File: src/rtl/tct_ram.sv
// Generic single-port-write, single-port-read RAM with a registered read.
`default_nettype none
module tct_ram #(
  parameter int unsigned Width = 8,
  parameter int unsigned Depth = 64
) (
  input  wire logic                     clk_i,
  input  wire logic                     we_i,
  input  wire logic [$clog2(Depth)-1:0] waddr_i,
  input  wire logic [Width-1:0]         wdata_i,
  input  wire logic [$clog2(Depth)-1:0] raddr_i,
  output logic      [Width-1:0]         rdata_o
);
  logic [Width-1:0] mem [Depth];
  always_ff @(posedge clk_i) begin
    if (we_i) mem[waddr_i] <= wdata_i;
    rdata_o <= mem[raddr_i];
  end
endmodule
`default_nettype wire

File: config.mk
export PLATFORM = sky130hd
export DESIGN_NAME = tct_ram
export DESIGN_NICKNAME = d
export VERILOG_FILES = /design/src/rtl/tct_ram.sv
export SDC_FILE = /design/constraint.sdc
export NUM_CORES = 1
export LEC_CHECK = 0
export ABC_CLOCK_PERIOD_IN_PS = 1900
export BUFFER_PORTS_ARGS = -buffer_cell sky130_fd_sc_hd__buf_2
export CAP_MARGIN = 0
export CORE_MARGIN = 2
export CORE_UTILIZATION = 35
export CTS_CLUSTER_SIZE = 30
export DETAILED_ROUTE_END_ITERATION = 8
export HOLD_SLACK_MARGIN = 0.08
export RECOVER_POWER = 100
export SKIP_CTS_REPAIR_TIMING = 1
export SLEW_MARGIN = 20
export SYNTH_ARGS = -nofsm -noshare
export SYNTH_HDL_FRONTEND = slang
export SYNTH_SLANG_ARGS = --single-unit
File: constraint.sdc
create_clock -name clk_i -period 1.9 [get_ports clk_i]
set_input_delay 0.38 -clock clk_i [delete_from_list [all_inputs] [get_ports clk_i]]
set_output_delay 0.38 -clock clk_i [all_outputs]
set_load 0.01 [all_outputs]
==> results of run 1 <==
through the flow:
step	cell area (um^2)	hold WS, ns	std cells	setup WS, ns
after floorplan	20210	0.4789	940	-0.02845
after global placement	22450	0.7647	1843	-0.7472
after detailed placement	22450	0.7729	1843	-0.7318
after CTS	24170	0.1465	1936	-0.3041
after global routing	23890	0.2215	1936	-0.01581
final	23890	0.2351	1937	0.03714
registers in the layout, indices dropped and copies added (netlist names):
name,flops
mem,512
rdata_o,8
cell type report:
class / count / area share
clock buffer: 71 / 0.05919
antenna: 1 / 0.0001048
sequential: 520 / 0.6503
multi-input combinational: 369 / 0.1846
timing repair buffer: 198 / 0.05322
clock inverter: 22 / 0.01294
tap: 756 / 0.03960
synth_stat cells:
master	count	area (um^2)
o41ai_1	2	17.52
o32ai_1	2	17.52
a221oi_1	6	52.55
buf_6	4	45.04
nand4b_1	1	8.760
buf_1	4	15.01
buf_2	11	55.05
mux4_2	126	2838
nand4_1	2	12.51
edfxtp_1	512	15370
a21oi_1	3	15.01
o221a_2	2	22.52
or3_1	1	6.260
nand2b_1	7	43.79
a31oi_1	1	6.260
and2_1	1	6.260
nand3_1	13	65.06
a211oi_1	4	30.03
nand2_1	19	71.32
clkbuf_1	17	63.81
nor3_1	7	35.03
buf_4	13	97.59
o22ai_1	8	50.05
dfxtp_1	8	160.2
nor2_1	83	311.6
nor2b_1	14	87.58
a2111oi_0	2	17.52
o21a_1	2	15.01
mux2_2	13	146.4
o21ai_0	2	10.01
o2bb2ai_1	3	26.28
o2111ai_1	3	26.28
nand3b_1	3	22.52
o21ai_1	2	10.01
a22oi_1	3	22.52
o221ai_1	8	70.07
o311ai_1	1	8.760
nor4_1	2	12.51
buf_12	2	40.04
mux2i_1	23	230.2
worst max-delay path: stages, from the launching register on:
cell,delay [ns]
edfxtp_1,0.37
mux4_2,0.54
mux4_2,0.52
nor2_2,0.11
buf_6,0.12
o32ai_1,0.07
path summary, 6_finish.rpt:
kind	start	end	slack (ns)	cells past startpoint
max	mem[55][4]	rdata_o[4]	0.04	5
min	raddr_i[5]	rdata_o[2]	0.24	3
max reg2reg	mem[55][4]	rdata_o[4]	0.04	5
min reg2reg	mem[31][6]	rdata_o[6]	0.82	3
power breakdown:
part	switching (uW)	internal [uW]
combinational	770	564
sequential	43.0	12700
clock	4080	6270
total	4900	19500
kinds of logic after synthesis:
kind of cell	after synthesis	synth area share
mux	162	0.1594
simple gates	153	0.03387
compound gates	54	0.02072
flops	520	0.7703
buf+inv	51	0.01570
per-layer routing:
layer	track usage	vias up	routed length [um]
li1	-	4332	-
met1	0.2141	5284	19740
met2	0.2533	284	22200
met3	0.03380	64	2934
met4	0.05075	6	1126
met5	0	-	44
==> out/results.txt, run 1 <==
Rows: 87
Synthesis Warnings: 0
DR DRC count: 0
CTS tree: built
Total power: 24430 uW
First-pass DRT Iterations: 5
Sequential fraction of the synthesis area: 0.7703
Worst skew pair latency: 0.58 ns
Leak pwr: 0.007469 uW
Total GRT Usage: 0.1574
Post-DP HPWL: 29230 um
Grt ovf: 0
Detailed router's first-iteration violation count: 1040
Clock-pin slew on the worst setup and hold paths: 0.06 ns
Initial antenna violation count: 4
Final wirelength: 46040 um
Fillers: 4901
Fin util: 0.4212
Hold Vio Cnt, Final: 0
I/O Buffers: 29
Most frequent cells in the layout: 512 x edfxtp_1, 126 x mux4_2, 113 x clkbuf_1
Final antenna-violating net count: 0
Min cycle time layout: 1.863 ns
CTS Root Buffer Type: clkbuf_16
PwrDens: 1023 nW/um^2
FF/Latch Area: 15530 um^2
Max cap viols: 0
Die ar.: 59560 um^2
Setup Viol. Count Final: 0
Fmax: 0.5368 GHz
Crit end category: flip-flop
Clock sinks: 520
Number of global-route vias before repair: 10340
CP startpoint kind: flip-flop
CTS max path bufs: 3
Multi-input logic area: 4410 um^2
Initial Util: 0.3556
Final period utilization: 0.9805
Unrepaired setup endpoints after global routing: true
Required @ worst endpoint: 2.34 ns
Register bit total from synthesis: 520
Worst min-delay path class: input pin to flip-flop
Die width: 244.0 um
Worst rel slew slack: 0.05265
Drt wl/cell: 23.77 um
Largest net degree at the start of global routing: 65
Vias: 9970
Setup TNS: 0 ns
Final net count: 1162
Ports: 30
Worst-Margin Slew: 1.421 ns
CP max FO: 1
VDD IR max: 0.6705 mV
Netlist cell types: 40
Chip Height: 244.0 um
Area of the mapped netlist: 20170 um^2
H-Tree Depth: 2
Most common cell after layout, fill and taps aside: edfxtp_1
Mapped Cells: 940
Slew Limit Fails: 0
RD Place Congestion: 0.8046
Crit path kind: flip-flop to flip-flop
Outcome: finished clean
Share of cells above drive strength 1: 0.2737
Worst Clk Skew: 0.01758 ns
Post-Syn Nets: 962
First-pass GRT wire length: 69010 um
Vias per Instance: 5.147
Area grow syn2layout: 18.45%
Core ar.: 56710 um^2
TritonCTS buffer count: 51
Worst EP arrival: 2.30 ns
Syn Area/Cell: 21.45 um^2
(Power assumes the default switching activity.)
==> run 2, diff against run 1 <==
--- a/config.mk
+++ b/config.mk
@@ -5,14 +5,17 @@
 export SDC_FILE = /design/constraint.sdc
 export NUM_CORES = 1
 export LEC_CHECK = 0
-export ABC_CLOCK_PERIOD_IN_PS = 1900
+export ABC_CLOCK_PERIOD_IN_PS = 1700
 export BUFFER_PORTS_ARGS = -buffer_cell sky130_fd_sc_hd__buf_2
 export CAP_MARGIN = 0
+export CELL_PAD_IN_SITES_DETAIL_PLACEMENT = 0
+export CELL_PAD_IN_SITES_GLOBAL_PLACEMENT = 1
 export CORE_MARGIN = 2
 export CORE_UTILIZATION = 35
 export CTS_CLUSTER_SIZE = 30
 export DETAILED_ROUTE_END_ITERATION = 8
 export HOLD_SLACK_MARGIN = 0.08
+export PLACE_DENSITY_LB_ADDON = 0.1
 export RECOVER_POWER = 100
 export SKIP_CTS_REPAIR_TIMING = 1
 export SLEW_MARGIN = 20
==> constraint.sdc (replaced) <==
create_clock -name clk_i -period 1.7 [get_ports clk_i]
set_input_delay 0.34 -clock clk_i [delete_from_list [all_inputs] [get_ports clk_i]]
set_output_delay 0.34 -clock clk_i [all_outputs]
set_load 0.01 [all_outputs]
==> run 2 against run 1 <==
Against the previous run: the run now ends with max-capacitance violations, max-slew violations, negative setup slack left; sequential share of layout area is 0.81 points lower; non-clock buffer count is 33 higher; critical endpoint is now rdata_o[0]; worst hold slack better by 0.0065 ns; global-route usage is 1.6 points higher; largest cell class unchanged; power is 13% higher; via count is 0.28% lower; sequential cell count stayed put; maximum frequency is 1.9% lower; highest routed layer unchanged; register-to-register slack worse by 0.24 ns; clock skew is 0.0045 ns lower; setup slack worse by 0.24 ns; sequential power is 12% higher.
==> out/results.txt, run 2 (synthesis gave the netlist of run 1 again) <==
Outcome: finished with violations
Failing checks: max-capacitance violations, max-slew violations, negative setup slack
Largest net degree at the start of global routing: 65
Die width: 244.0 um
CP startpoint kind: flip-flop
Post-Place Worst Slack: -0.8887 ns
Crit path kind: flip-flop to flip-flop
Drt wl/cell: 25.76 um
VDD IR max: 0.7873 mV
Most frequent cells in the layout: 512 x edfxtp_1, 126 x mux4_2, 88 x buf_4
Post-DP HPWL: 33070 um
RD Place Congestion: 0.7435
Final antenna-violating net count: 0
TritonCTS buffer count: 55
Clock sinks: 520
Final wirelength: 50930 um
Max cap viols: 3
Required @ worst endpoint: 2.19 ns
DR DRC count: 0
Leak pwr: 0.007740 uW
Total GRT Usage: 0.1736
Worst Clk Skew: 0.01309 ns
Chip Height: 244.0 um
Core ar.: 56710 um^2
Logic pwr share: 0.058
Worst rel slew slack: -0.05588
Register share of total power: 0.516
FF/Latch Area: 15530 um^2
Fmax: 0.5267 GHz
Vias: 9942
Sw Ratio: 0.2134
Hold Vio Cnt, Final: 0
Setup Viol. Count Final: 23
Share of cells above drive strength 1: 0.3235
Final net count: 1199
Rows: 87
CTS tree: built
Unrepaired setup endpoints after global routing: true
PwrDens: 1142 nW/um^2
Diode count: 0
First-pass GRT wire length: 74130 um
Crit end category: flip-flop
Die ar.: 59560 um^2
Clock power share: 0.426
Biggest register: mem
Number of global-route vias before repair: 10430
CP max FO: 1
Max reg flops: 512
Area grow syn2layout: 19.94%
Worst skew pair latency: 0.60 ns
Clock-pin slew on the worst setup and hold paths: 0.07 ns
Fillers: 5028
Slew Limit Fails: 194
Initial antenna violation count: 2
Worst-Margin Slew: 1.584 ns
Grt ovf: 0
Initial Util: 0.3556
Worst min-delay path class: input pin to flip-flop
CTS Root Buffer Type: clkbuf_16
First-pass DRT Iterations: 4
Vias per Instance: 5.029
Internal Power: 21720 uW
Min cycle time layout: 1.899 ns
Psw: 5895 uW
H-Tree Depth: 2
Most common cell after layout, fill and taps aside: edfxtp_1
Detailed router's first-iteration violation count: 636
I/O Buffers: 29
Post-route setup slack: -0.1987 ns
CTS max path bufs: 3
Final period utilization: 1.117
Worst EP arrival: 2.39 ns
Biggest regs: mem (512), rdata_o (8)
Multi-input logic area: 4434 um^2
Fin util: 0.4265
Ports: 30
run 2: cell type report:
type | instances | area share
flip-flops and latches | 520 | 0.6423
clock inverters | 37 | 0.01319
repair buffers | 231 | 0.06207
multi-input cells | 369 | 0.1833
well taps | 756 | 0.03911
clock buffers | 64 | 0.06006
run 2: path summary, 6_finish.rpt:
path,cells after the start,to,startpoint,slack [ns]
worst max-delay path,5,rdata_o[0],mem[15][0],-0.20
worst max register to register,5,rdata_o[0],mem[15][0],-0.20
worst min-delay path,3,rdata_o[6],raddr_i[5],0.24
worst min register to register,3,rdata_o[6],mem[26][6],0.85
run 2: per-layer routing:
| metal | vias up | wire [um] | GRT usage |
|---|---|---|---|
| li1 | 4407 | - | - |
| met1 | 5305 | 24050 | 0.2485 |
| met2 | 162 | 24210 | 0.2798 |
| met3 | 66 | 1792 | 0.02908 |
| met4 | 2 | 870 | 0.03802 |
| met5 | - | 16 | 0 |
run 2: stage by stage:
stage	setup TNS [ns]	hold WS (ns)	instance area, um^2	total power, uW	std cells
after floorplan	-18.01	0.4389	20290	15280	940
after global placement	-6.077	0.8112	22920	16160	1877
after detailed placement	-6.077	0.8097	22920	16170	1877
after CTS	-1.924	0.1696	24690	28020	1978
after global routing	-4.311	0.2340	24190	28550	1977
final	-1.159	0.2415	24190	27620	1977
run 2: power groups by stage:
stage	clock [uW]	sequential (uW)	combinational (uW)
after floorplan	0	14500	782
after global placement	0	14500	1650
after detailed placement	0	14500	1650
after CTS	12100	14200	1660
after global routing	12600	14300	1710
final	11800	14300	1590
run 2: worst max-delay path, stage by stage, from the launching register on:
cell and delay [ns]:
edfxtp_1 0.36, mux4_2 0.48, mux4_2 0.55, nor2_4 0.20, nor3_4 0.06, o2bb2ai_1 0.14
==> run 3, diff against run 2 <==
--- a/config.mk
+++ b/config.mk
@@ -5,6 +5,7 @@
 export SDC_FILE = /design/constraint.sdc
 export NUM_CORES = 1
 export LEC_CHECK = 0
+export ABC_AREA = 1
 export ABC_CLOCK_PERIOD_IN_PS = 1700
 export BUFFER_PORTS_ARGS = -buffer_cell sky130_fd_sc_hd__buf_2
 export CAP_MARGIN = 0
@@ -14,10 +15,10 @@
 export CORE_UTILIZATION = 35
 export CTS_CLUSTER_SIZE = 30
 export DETAILED_ROUTE_END_ITERATION = 8
+export GPL_TIMING_DRIVEN = 0
 export HOLD_SLACK_MARGIN = 0.08
 export PLACE_DENSITY_LB_ADDON = 0.1
 export RECOVER_POWER = 100
-export SKIP_CTS_REPAIR_TIMING = 1
 export SLEW_MARGIN = 20
 export SYNTH_ARGS = -nofsm -noshare
 export SYNTH_HDL_FRONTEND = slang
==> run 3 against run 2 <==
Against the previous run: the flow still finishes with violations (max-capacitance violations, max-slew violations, negative setup slack); critical path depth up 1; core utilization fell by 1.3 points; sequential cell count unchanged; combinational power up 31%; setup slack better by 0.17 ns; wire length is 38% higher; global-route usage grew 5.0 points; largest cell class unchanged; largest power group unchanged.
==> out/results.txt, run 3 <==
Share of cells above drive strength 1: 0.1534
Largest cells by area after synthesis: edfxtp_1 72%, nand2_1 11%, nand3_1 10%, buf_6 1.8%, nor2_1 0.99%
Area of the mapped netlist: 21340 um^2
Worst Clk Skew: 0.02051 ns
Max cap viols: 7
Number of flops mapped to enable cells by yosys: 512
CTS max path bufs: 3
Fmax: 0.5791 GHz
Post-route setup slack: -0.02683 ns
Outcome: finished with violations
Die ar.: 62960 um^2
Final net count: 1944
Total GRT Usage: 0.2238
Synthesis Warnings: 0
Vias per Instance: 5.169
Worst EP arrival: 1.97 ns
Cell taking the most area after synthesis: edfxtp_1
Leak pwr: 0.008924 uW
Final instance area: 24960 um^2
Unrepaired setup endpoints after global routing: true
Async set-reset flop share out of synthesis: 0
Setup Viol. Count Final: 8
Core ar.: 60360 um^2
Clock sinks: 520
Detailed router's first-iteration violation count: 1316
Biggest register: mem
CP max FO: 9
CTS tree: built
Post-DP HPWL: 48410 um
Yosys top cell area share: 0.7205
Hold slack: 0.3344 ns
Grt ovf: 0
Chip Height: 250.9 um
Worst rel slew slack: -0.1203
Worst skew pair latency: 0.62 ns
DR DRC count: 0
Final wirelength: 70430 um
Biggest regs: mem (512), rdata_o (8)
Most frequent cells in the layout: 648 x nand2_1, 512 x edfxtp_1, 439 x nand3_1
Rows: 90
Worst min-delay path class: input pin to flip-flop
Sequential fraction of the synthesis area: 0.7280
Vias: 14230
Most common cell after layout, fill and taps aside: nand2_1
Ports: 30
DP Area: 22760 um^2
Largest net degree at the start of global routing: 65
Required @ worst endpoint: 1.95 ns
Min cycle time layout: 1.727 ns
Crit end category: flip-flop
CP startpoint kind: input pin
First-pass GRT wire length: 99440 um
Slew Limit Fails: 301
Initial antenna violation count: 2
CTS Root Buffer Type: clkbuf_16
TritonCTS buffer count: 56
Drt wl/cell: 25.59 um
Hold Vio Cnt, Final: 0
I/O Buffers: 21
Fillers: 5768
Final period utilization: 1.016
Register bit total from synthesis: 520
Post-Syn Nets: 1827
Clock-pin slew on the worst setup and hold paths: 0.06 ns
Most frequent cell after synthesis: nand2_1
Netlist cell types: 16
Worst-Margin Slew: 1.680 ns
First-pass DRT Iterations: 5
Most common flop cell mapped by yosys: edfxtp_1
PwrDens: 1135 nW/um^2
Die width: 250.9 um
VDD IR max: 0.8158 mV
Initial Util: 0.3535
Number of global-route vias before repair: 13320
H-Tree Depth: 2
Max reg flops: 512
Post-Place Worst Slack: -1.499 ns
Area grow syn2layout: 16.98%
RD Place Congestion: 0.8523
Syn Area/Cell: 11.82 um^2
Final antenna-violating net count: 0
Most frequent cells after synthesis: 648 x nand2_1, 512 x edfxtp_1, 439 x nand3_1
Failing checks: max-capacitance violations, max-slew violations, negative setup slack
Crit path kind: input pin to flip-flop
Mapped Cells: 1805
==> run 3: changes by cell type after synthesis, sizes merged, moves of 8 or more <==
cell / delta
mux2i: -23
inv: +12
o22ai: -8
nor2b: -14
o221ai: -8
buf: +64
nor2: -27
nand2: +629
mux2: -13
mux4: -126
nand3: +426
==> run 3: cells by family after synthesis <==
logic type	after synthesis	synth area share
buf+inv	125	0.04022
simple gates	1160	0.2318
flops	520	0.7280
==> run 3: area by class of cell <==
class | count | area (um^2) | area share
Sequential cell | 520 | 15530 | 0.6223
Antenna cell | 1 | 2.502 | 0.0001002
Multi-Input combinational cell | 1160 | 5289 | 0.2119
Tap cell | 782 | 978.4 | 0.03920
Timing Repair Buffer | 59 | 424.2 | 0.01699
Inverter | 12 | 50.05 | 0.002005
Buffer | 113 | 879.6 | 0.03524
Clock buffer | 75 | 1564 | 0.06265
Clock inverter | 30 | 240.2 | 0.009624
==> run 3: per-stage QoR <==
step	power, uW	TNS (ns)	cells	util
3_3_place_gp	16500	-599.40	2608	0.3734
4_1_cts	28530	-6.800	2748	0.4129
2_1_floorplan	15510	-63.58	1805	-
5_1_grt	29210	-4.025	2751	0.4135
3_5_place_dp	16540	-564.77	2617	0.3770
6_report	28340	-0.1827	2752	0.4136
==> run 3: worst max-delay path, cell delays in order <==
cell,delay (ns)
clkbuf_2,0.25
inv_1,0.42
nand4_1,0.15
buf_4,0.23
buf_12,0.15
nor2_2,0.41
==> run 3: path summary, 6_finish.rpt <==
path / from / to / slack, ns / cells after the start
hold reg to reg: mem[22][2] / rdata_o[2] / 0.96 / 8
setup / recovery: waddr_i[2] / mem[19][4] / -0.03 / 6
setup reg to reg: mem[55][6] / rdata_o[6] / 0.20 / 8
hold / removal: raddr_i[4] / rdata_o[2] / 0.33 / 4
==> run 3: where the power goes <==
part,switching (uW),internal (uW)
Clock,5130,6900
Combinational,1550,533
Sequential,25.8,14200
==> run 3: metal layers <==
metal,GRT usage,routed length [um]
met3,0.04411,4128
met1,0.3344,33750
met2,0.3358,31110
met4,0.05255,1428
met5,0,23
==> run 3: what timing repair did <==
action / 4_1_cts / 5_1_grt
setup buffers: 26 / 3
pin swaps: 11 / 1
hold buffers: 0 / 0
endpoints found under the setup margin: 487 / 198
gates resized for setup: 54 / 34
